File: config.mk
export PLATFORM = sky130hd
export DESIGN_NAME = sqra_mul
export DESIGN_NICKNAME = d
export VERILOG_FILES = /design/src/rtl/sqra_mul.sv
export SDC_FILE = /design/constraint.sdc
export NUM_CORES = 2
export LEC_CHECK = 0
export ABC_AREA = 1
export BUFFER_PORTS_ARGS = -buffer_cell sky130_fd_sc_hd__buf_2
export CORE_MARGIN = 2
export CORE_UTILIZATION = 35
export CTS_BUF_LIST = sky130_fd_sc_hd__clkbuf_4
export DETAILED_ROUTE_END_ITERATION = 12
export REMOVE_ABC_BUFFERS = 1
export SLEW_MARGIN = 10
export SYNTH_ARGS = -nofsm -noshare
export SYNTH_HDL_FRONTEND = slang
export SYNTH_SLANG_ARGS = --single-unit
File: constraint.sdc
create_clock -name clk -period 16.2 [get_ports clk]
set_input_delay 3.24 -clock clk [delete_from_list [all_inputs] [get_ports clk]]
set_output_delay 3.24 -clock clk [all_outputs]
set_load 0.02 [all_outputs]
File: src/rtl/sqra_mul.sv
`default_nettype none
module sqra_mul (
  input  wire                clk,
  input  wire signed [32:0]  a,
  input  wire signed [32:0]  b,
  output logic signed [65:0] p
);
  logic signed [65:0] p_r;

  always_ff @(posedge clk) begin
    p_r <= a * b;
  end

  assign p = p_r;
endmodule
`default_nettype wire

==> flow_summary.ini <==
[setup_path]
path_common_cell = sky130_fd_sc_hd__fa_1
critical_path.max_stage_delay_ps = 1170
required_ps = 16720
critPathArrivalTime_ps = 11190
path_class = in -> reg
crit_path_cell_trace = buf_2 > nand2_1 > inv_1 > fa_1 > fa_1 > inv_1 > fa_1 > inv_1 > fa_1 > fa_1 > fa_1 > fa_1 > inv_1 > fa_1 > inv_1 > ha_1 > nand2_1 > nor2_1 > nand2_1 > nor2_1 > nand3_1 > nand4_1 > nand2_1
end_kind = register
cp_max_stage_cell = sky130_fd_sc_hd__fa_1
critical_path.max_fanout = 33
crit_path_start_kind = input pin

[grt]
globalRouteTotalUtil = 0.2041
grt_remaining_overflow = 0
grt_antenna_before_repair = 8
vias_in_the_first_global_route = 35740
grt_pass1_wl_mm = 201.1
grt_start_max_net_pins = 35

[cells_and_area]
largest_register_ff_count = 66
nNetsFinal = 6892
fraction_of_final_layout_cells_with_drive_strength_greater_than_1 = 0.04554
mostFrequentLayoutCell = sky130_fd_sc_hd__inv_1
most_frequent_cells_in_the_layout = sky130_fd_sc_hd__inv_1, sky130_fd_sc_hd__nand2_1, sky130_fd_sc_hd__fa_1, sky130_fd_sc_hd__ha_1, sky130_fd_sc_hd__buf_2
util_after_layout = 0.3717
fillCellCount = 12750
area_growth_pct = 5.054

[place]
port_buffers = 132
gp_congestion = 0.9892
dp_hpwl_mm = 103.7

[route]
antenna_left = 0
detailedRoute.firstIterationViolations = 2042
routed-via-count = 32540
drt_drc_violations_left = 0
routed_via_density = 4.585
number_of_iterations_in_the_first_detailed_routing_pass = 5
detail_route.wirelength_mm = 122.1
drt-wirelength-per-cell_um = 17.21

[synthesis]
synth-edff-count = 0
synth_top_flop_cell = sky130_fd_sc_hd__dfxtp_1
netlist_instances = 5543
synthesis.yosys.warnings = 0
asyncSetResetFlopFracSynth = 0
total_standard_cell_area_after_synthesis_sq_um = 43170
post_synth_num_cell_types = 35
postSynthRegisterBits = 66
syn_area_per_cell_sq_um = 7.789
synth_seq_area_share = 0.03060

[timing]
pin_slew_with_the_least_headroom_to_its_limit_ps = 1176
count_of_final_hold_check_violations = 0
maxSlewHeadroom = 0.2162
slew_violations = 0
fmaxAchievable_mhz = 93.70
fin_crit_ps = 10670
timing.final.setup_violations = 0
min_period_over_period = 0.6588
grt_setup_unrepaired = no
timing.setup.tns_ps = 0

[run_status]
status = complete, no violations

[clock_tree]
postCtsHoldBufs = 0
post_cts_resize_count = 0
clock_sinks = 66
tritoncts = yes
clk_pin_slew_ps = 190
root_buffer = sky130_fd_sc_hd__clkbuf_4
post_cts_buffers = 0
clock_path_buffers = 2
cts_buffers = 9
htreeDepth = 3

[floorplan]
rows = 128
floorplan.initialDensity = 0.3538
fp.dieH_um = 355.2
core-area_sq_um = 122000
i_o_pins = 133
die-width_um = 355.2
die_area_sq_um = 126200

[hold_path]
hp-class = in -> reg

[run]
max-cap-violations = 0
-- critical path, delay by kind of cell --
family	cells	cell delay, ps
AND/OR/NAND/NOR	8	1610
buffers and inverters	6	1070
adder cells (fa/ha/maj)	9	5220
-- area by class of cell --
type,count,area [sq um],area share
Tap cell,1625,2033,0.04483
Multi-Input combinational cell,3319,33750,0.7442
Sequential cell,66,1321,0.02913
Timing Repair Buffer,172,960.9,0.02119
Clock inverter,6,90.09,0.001986
Clock buffer,10,75.07,0.001655
Antenna cell,4,10.01,0.0002207
Inverter,1895,7113,0.1568
-- worst paths after layout --
kind                  cells after the start  slack (ps)  start     to
worst min-delay path                      4        3300   b[0]   p[0]
worst max-delay path                     23        5530   b[6]  p[56]
-- synthesized netlist by cell type, types with 2 or more instances --
cell type                  count  area share
sky130_fd_sc_hd__nor2_4        3     0.00078
sky130_fd_sc_hd__nand3b_1      3     0.00052
sky130_fd_sc_hd__nand2_2      17      0.0025
sky130_fd_sc_hd__a21o_1        2     0.00035
sky130_fd_sc_hd__clkbuf_1    262       0.023
sky130_fd_sc_hd__nor2_2       20      0.0029
sky130_fd_sc_hd__o21bai_1     14      0.0024
sky130_fd_sc_hd__xnor2_1       4     0.00081
sky130_fd_sc_hd__a21oi_1      61      0.0071
sky130_fd_sc_hd__inv_1      1894        0.16
sky130_fd_sc_hd__o21ai_1       3     0.00035
sky130_fd_sc_hd__nor3_1        7     0.00081
sky130_fd_sc_hd__nand4_1      19      0.0028
sky130_fd_sc_hd__and2_1        2     0.00029
sky130_fd_sc_hd__nand3_1      70      0.0081
sky130_fd_sc_hd__nor4_1        4     0.00058
sky130_fd_sc_hd__nor2_1      131       0.011
sky130_fd_sc_hd__ha_1        217       0.063
sky130_fd_sc_hd__o21ai_0      19      0.0022
sky130_fd_sc_hd__a21oi_2       4     0.00081
sky130_fd_sc_hd__xor2_1       37      0.0075
sky130_fd_sc_hd__fa_1       1145        0.53
sky130_fd_sc_hd__nand3_2       8      0.0019
sky130_fd_sc_hd__or2_2         5     0.00072
sky130_fd_sc_hd__dfxtp_1      66       0.031
sky130_fd_sc_hd__nand2_1    1517        0.13
-- per-layer routing --
layer	global-route usage	vias up	wire [um]
li1	-	14820	-
met1	0.2862	16690	54850
met2	0.3485	906	59140
met3	0.02026	117	6553
met4	0.03017	0	1583
met5	0	-	0
-- kinds of logic after synthesis --
family / after synthesis / synth area share
buf+inv: 2158 / 0.1876
flops: 66 / 0.03060
simple gates: 1810 / 0.1659
xor+xnor: 41 / 0.008317
fa+ha+maj: 1362 / 0.5938
compound gates: 106 / 0.01377
-- metrics by stage --
step	instances	hold WS, ps	area [sq um]	worst slack [ps]
6_report	7097	3304	45360	5528
5_1_grt	7096	3254	45350	5235
3_3_place_gp	7077	3657	45180	4977
4_1_cts	7093	3237	45350	5653
3_5_place_dp	7077	3657	45180	4997
2_1_floorplan	5280	3333	42190	6648
Power is left out: the tool's default activity adds up to more than one toggle a clock period on the data nets, which glitch-free logic cannot reach.
