[config.mk]
export PLATFORM = sky130hd
export DESIGN_NAME = sqra_div
export DESIGN_NICKNAME = d
export VERILOG_FILES = /design/src/rtl/sqra_pkg.sv /design/src/rtl/sqra_div.sv
export SDC_FILE = /design/constraint.sdc
export NUM_CORES = 1
export LEC_CHECK = 0
export ABC_AREA = 1
export BUFFER_PORTS_ARGS = -buffer_cell sky130_fd_sc_hd__buf_4
export CAP_MARGIN = 40
export CORE_MARGIN = 4
export CORE_UTILIZATION = 40
export DETAILED_ROUTE_END_ITERATION = 10
export HOLD_SLACK_MARGIN = 0.15
export PLACE_DENSITY = 0.67
export SLEW_MARGIN = 10
export SYNTH_ARGS = -nofsm -noshare
export SYNTH_HDL_FRONTEND = slang
export SYNTH_SLANG_ARGS = --single-unit
[constraint.sdc]
create_clock -name clk -period 3.8 [get_ports clk]
set_clock_uncertainty 0.2 [all_clocks]
set_input_delay 0.38 -clock clk [delete_from_list [all_inputs] [get_ports clk]]
set_output_delay 0.38 -clock clk [all_outputs]
set_load 0.02 [all_outputs]
[src/rtl/sqra_pkg.sv]
`default_nettype none
package sqra_pkg;

  localparam int LANES    = 8;
  localparam int CNT_W    = 24;
  localparam int DIV_W    = 56;
  localparam logic [CNT_W-1:0] CNT_MAX = 24'hFFFFFF;

  typedef enum logic [1:0] {
    OP_OBS,
    OP_LD_COEF,
    OP_LD_MEAN,
    OP_LD_INV
  } sqra_op_t;

  typedef enum logic [2:0] {
    CFG_BURN,
    CFG_GAMMA,
    CFG_ALPHA,
    CFG_TAU,
    CFG_STD
  } sqra_cfg_idx_t;

  typedef enum logic [4:0] {
    S_IDLE,
    S_LOAD,
    S_Z_MUL,
    S_Z_WB,
    S_D_MUL,
    S_D_ACC,
    S_GRAD,
    S_NORM,
    S_LG_MUL,
    S_LG_WB,
    S_T_MUL,
    S_T_WB,
    S_P_CHK,
    S_P_MUL,
    S_P_WB,
    S_LR_MUL,
    S_LR_WB,
    S_S_MUL,
    S_S_WB,
    S_U_MUL,
    S_U_WB,
    S_A_MUL,
    S_A_WB,
    S_A_DIV,
    S_FIN
  } sqra_state_t;

  // 2^(-2^-(i+1)) in Q0.32
  function automatic logic [31:0] tab_f(input logic [3:0] i);
    logic [31:0] v;
    unique case (i)
      4'd0:  v = 32'd3037000500;
      4'd1:  v = 32'd3611622603;
      4'd2:  v = 32'd3938502376;
      4'd3:  v = 32'd4112874773;
      4'd4:  v = 32'd4202935003;
      4'd5:  v = 32'd4248701965;
      4'd6:  v = 32'd4271771996;
      4'd7:  v = 32'd4283353945;
      4'd8:  v = 32'd4289156690;
      4'd9:  v = 32'd4292061009;
      4'd10: v = 32'd4293513907;
      4'd11: v = 32'd4294240540;
      4'd12: v = 32'd4294603903;
      4'd13: v = 32'd4294785595;
      4'd14: v = 32'd4294876445;
      4'd15: v = 32'd4294921870;
      default: v = 32'd0;
    endcase
    return v;
  endfunction

  function automatic logic signed [31:0] sat32(input logic signed [65:0] v);
    logic signed [31:0] r;
    if (v > 66'sd2147483647) begin
      r = 32'sh7FFFFFFF;
    end else if (v < -66'sd2147483648) begin
      r = 32'sh80000000;
    end else begin
      r = v[31:0];
    end
    return r;
  endfunction

endpackage
`default_nettype wire

[src/rtl/sqra_div.sv]
`default_nettype none
module sqra_div (
  input  wire                          clk,
  input  wire                          rst_n,
  input  wire                          start,
  input  wire signed [sqra_pkg::DIV_W:0] num,
  input  wire [sqra_pkg::CNT_W-1:0]    den,
  output logic                         busy,
  output logic                         done,
  output logic signed [31:0]           quo
);
  import sqra_pkg::*;

  localparam int STEP_W = $clog2(DIV_W);

  logic              busy_r, done_r, neg_r;
  logic [STEP_W-1:0] step_r;
  logic [CNT_W:0]    rem_r;
  logic [DIV_W-1:0]  q_r;
  logic [CNT_W-1:0]  den_r;
  logic [DIV_W:0]    mag;
  logic [CNT_W:0]    sh;
  logic              fits;

  assign mag  = num[DIV_W] ? (DIV_W+1)'(-num) : (DIV_W+1)'(num);
  assign sh   = {rem_r[CNT_W-1:0], q_r[DIV_W-1]};
  assign fits = sh >= {1'b0, den_r};

  always_ff @(posedge clk) begin
    if (!rst_n) begin
      busy_r <= 1'b0;
      done_r <= 1'b0;
      step_r <= '0;
    end else begin
      done_r <= 1'b0;
      if (start) begin
        busy_r <= 1'b1;
        step_r <= '0;
      end else if (busy_r) begin
        if (step_r == STEP_W'(DIV_W - 1)) begin
          busy_r <= 1'b0;
          done_r <= 1'b1;
        end
        step_r <= step_r + 1'b1;
      end
    end
  end

  // restoring, one quotient bit a cycle on the magnitude
  always_ff @(posedge clk) begin
    if (start) begin
      neg_r <= num[DIV_W];
      q_r   <= mag[DIV_W-1:0];
      rem_r <= '0;
      den_r <= den;
    end else if (busy_r) begin
      rem_r <= fits ? sh - {1'b0, den_r} : sh;
      q_r   <= {q_r[DIV_W-2:0], fits};
    end
  end

  always_comb begin
    if (!neg_r) begin
      quo = (q_r > DIV_W'(32'h7FFFFFFF)) ? 32'sh7FFFFFFF : $signed(q_r[31:0]);
    end else begin
      quo = (q_r > DIV_W'(33'h080000000)) ? 32'sh80000000 : -$signed(q_r[31:0]);
    end
  end

  assign busy = busy_r;
  assign done = done_r;
endmodule
`default_nettype wire

==> flow_summary_export.csv <==
group,metric,value,unit
place,hpwl,22.6,mm
worst_setup_path,crit_required,3.22,ns
global_route,grt_pass1_vias,9260,
final_layout,final_layout_size_suffix_gt1_share,11.5,%
sta,slew_headroom,42.3,%
sta,finalCriticalPeriod,3.41,ns
routing,routed_wl,29.6,mm
place,gp_congestion,0.947,
clocking,clock_sinks,113,
global_route,grt_pass1_wl,47.2,mm
sta,fmax,294,MHz
pwr,p_switching,1.15,mW
min_path,hp-start,"num[9]",
routing,initialDrtViolationCount,984,
sta,final_max_slew_viol_count,0,
yosys,syn_inst,1471,
routing,final_antenna_net_count,0,
pwr,total_power,3.86,mW
pwr,seqPwrFrac,39.7,%
floorplanning,die_y,162,um
clocking,h-tree-depth,4,
sta,worstMarginPinSlew,0.866,ns
pwr,intPower,2.70,mW
global_route,grtUsageTotal,22.2,%
pwr,p_leak,5.48,nW
yosys,synth_top_flop_cell,"edfxtp_1",
yosys,synth.cell_area,9510,um2
yosys,avgSynthCellArea,6.46,um2
floorplanning,die_x,162,um
worst_setup_path,cp_slowest_cell,"edfxtp_1",
sta,setup_viol,0,
pwr,powerDensity,334,nW/um2
clocking,cts_buffers,17,
worst_setup_path,cp_slowest_stage_delay,0.42,ns
worst_setup_path,arrival,2.83,ns
pwr,p_clk_share,40.5,%
yosys,synth_warnings,0,
final_layout,area_growth,21.4,%
clocking,clk_latency,0.41,ns
clocking,cts_tree,"yes",
yosys,synth_nets,1583,
clocking,ctsLongestPathBuffers,2,
place,io_buffers,117,
worst_setup_path,critPathKind,"register to output port",
final_layout,layout_commonest_cell,"nand2_1",
sta,fin_ws,0.393,ns
routing,wl_per_cell,15.3,um
pwr,switching_share,29.9,%
worst_setup_path,start_kind,"register",
floorplanning,io_pins,118,
sta,hold_violations,0,
yosys,yosysUniqueCellTypes,41,
yosys,synth_edf_count,81,
routing,vias,9961,
sta,fin_crit_sh,89.7,%
worst_setup_path,r2r_start,"den_r[18]",
sta,finalSetupTns,0,ns
worst_setup_path,end_kind,"output port",
global_route,antenna_found_initial,0,
worst_setup_path,crit_path_max_fanout,26,
final_layout,final_cell_mix,"nand2_1 (427), inv_1 (228), nand3_1 (159)",
place,pre_cts_ws,0.878,ns
outcome,status,"completed",
floorplanning,placementRows,56,
floorplanning,die-area,26300,um2
worst_setup_path,startpoint,"q_r[0]",
clocking,cts_root_buffer,"clkbuf_16",
min_path,hold_path_class,"input port to register",
yosys,seq_area_frac_synth,32.3,%
worst_setup_path,path_buf_inv,4,
routing,drc,0,
final_layout,regArea,3070,um2
floorplanning,initial_core_util,40.6,%
global_route,grt_max_degree,69,
worst_setup_path,crit_chain,"inv_1 -> ha_1 -> inv_2 -> nor3_4 -> inv_2 -> nor2_4 -> nand2_2 -> nor2_1 -> nand2_1 -> nand2_2 -> nand2_4 -> o21ai_1 -> buf_4",
routing,drtPass1Iterations,5,
floorplanning,coreArea,23400,um2
global_route,grt_remaining_overflow,0,
final_layout,fin_nets,1720,
final_layout,fillers,2445,
yosys,async_reset_ff_share,0,%
pwr,vdd_ir_drop_max,0.000287,V
yosys,ys_seq_elements,113,
final_layout,multi_input_area,5360,um2
pwr,pwr-share-comb,19.7,%
final_layout,antenna_cells,0,
routing,via_per_inst,5.13,
worst_setup_path,path_delay_family,"simple AND/OR/NAND/NOR gates",
clocking,clk_pin_slew,0.06,ns
sta,rsz0062_at_grt,"false",
job,cap_violations,0,
-- worst reg2reg max path: stages (launching register included) --
cell and delay [ns]:
edfxtp_1 0.31, inv_1 0.04, ha_1 0.34, nand2_1 0.13, inv_1 0.08, nand2_1 0.10
nor3_1 0.27, nand2_2 0.40, nand3_4 0.44, nand2_1 0.09, nand3_1 0.07, o21ai_0 0.08
-- final cells by class --
class	count	area share, %
tap	319	3.46
inverter	234	7.61
timing repair buffer	157	10.9
sequential	113	26.6
clock inverter	11	0.867
multi-input combinational	1085	46.4
clock buffer	21	4.17
-- cells by family (layout without fill, tap and decap cells) --
kind of cell	count (synthesis)	in the layout	share of synthesized area (%)
simple gates	840	840	38.1
buf+inv	273	423	11.3
compound gates	154	154	8.63
flops	113	113	32.3
xor+xnor	63	63	5.80
fa+ha+maj	28	28	3.76
-- stage by stage --
step                      hold slack (ns)  area [um2]  util [%]  instances
after floorplan                     0.243        9510         -       1471
after global placement              0.257       10700      45.6       1878
after detailed placement            0.259       10700      45.6       1878
after CTS                           0.154       11500      49.3       1940
after global routing                0.153       11500      49.3       1940
final                               0.163       11500      49.3       1940
-- path summary, 6_finish.rpt --
check / endpoint / slack [ns] / cells past startpoint
worst max-delay path: quo[22] / 0.39 / 13
worst min-delay path: q_r[9] / 0.16 / 3
worst max register to register: rem_r[5] / 1.09 / 11
worst min register to register: step_r[5] / 0.26 / 2
-- sequential cells by signal (all words and copies together), names as in the netlist --
signal  cells
neg_r       1
done        1
rem_r      24
step_r      6
busy        1
den_r      24
q_r        56
-- power groups by stage --
stage | clock network [mW] | registers, mW | logic (mW)
global route | 1.65 | 1.54 | 0.843
global placement | 0 | 1.55 | 0.725
floorplan | 0 | 1.52 | 0.451
detailed placement | 0 | 1.55 | 0.727
finish | 1.56 | 1.53 | 0.761
CTS | 1.58 | 1.53 | 0.755
-- what timing repair did --
action / CTS / global route
setup buffers: 0 / 0
hold endpoints to repair: 30 / 0
resized for setup: 0 / 0
hold buffers: 30 / 0
-- Yosys cell counts (22+ instances only) --
master / count / area, um2
nand2_1: 427 / 1600
inv_1: 229 / 860
nand3_1: 159 / 796
nor2_1: 154 / 578
edfxtp_1: 81 / 2430
o21ai_0: 63 / 315
o21ai_1: 52 / 260
xor2_1: 46 / 403
nand4_1: 43 / 269
dfxtp_1: 32 / 641
ha_1: 27 / 338
nor3_1: 23 / 115
clkbuf_1: 22 / 82.6
-- per-layer routing --
layer / GRT usage (%) / part of all wire, % / vias up
met5: 0 / 0 / -
met4: 6.00 / 1.8 / 0
met3: 4.47 / 6.7 / 39
met2: 35.5 / 45 / 356
met1: 30.8 / 47 / 4535
li1: - / - / 5031
(Power assumes the default switching activity.)
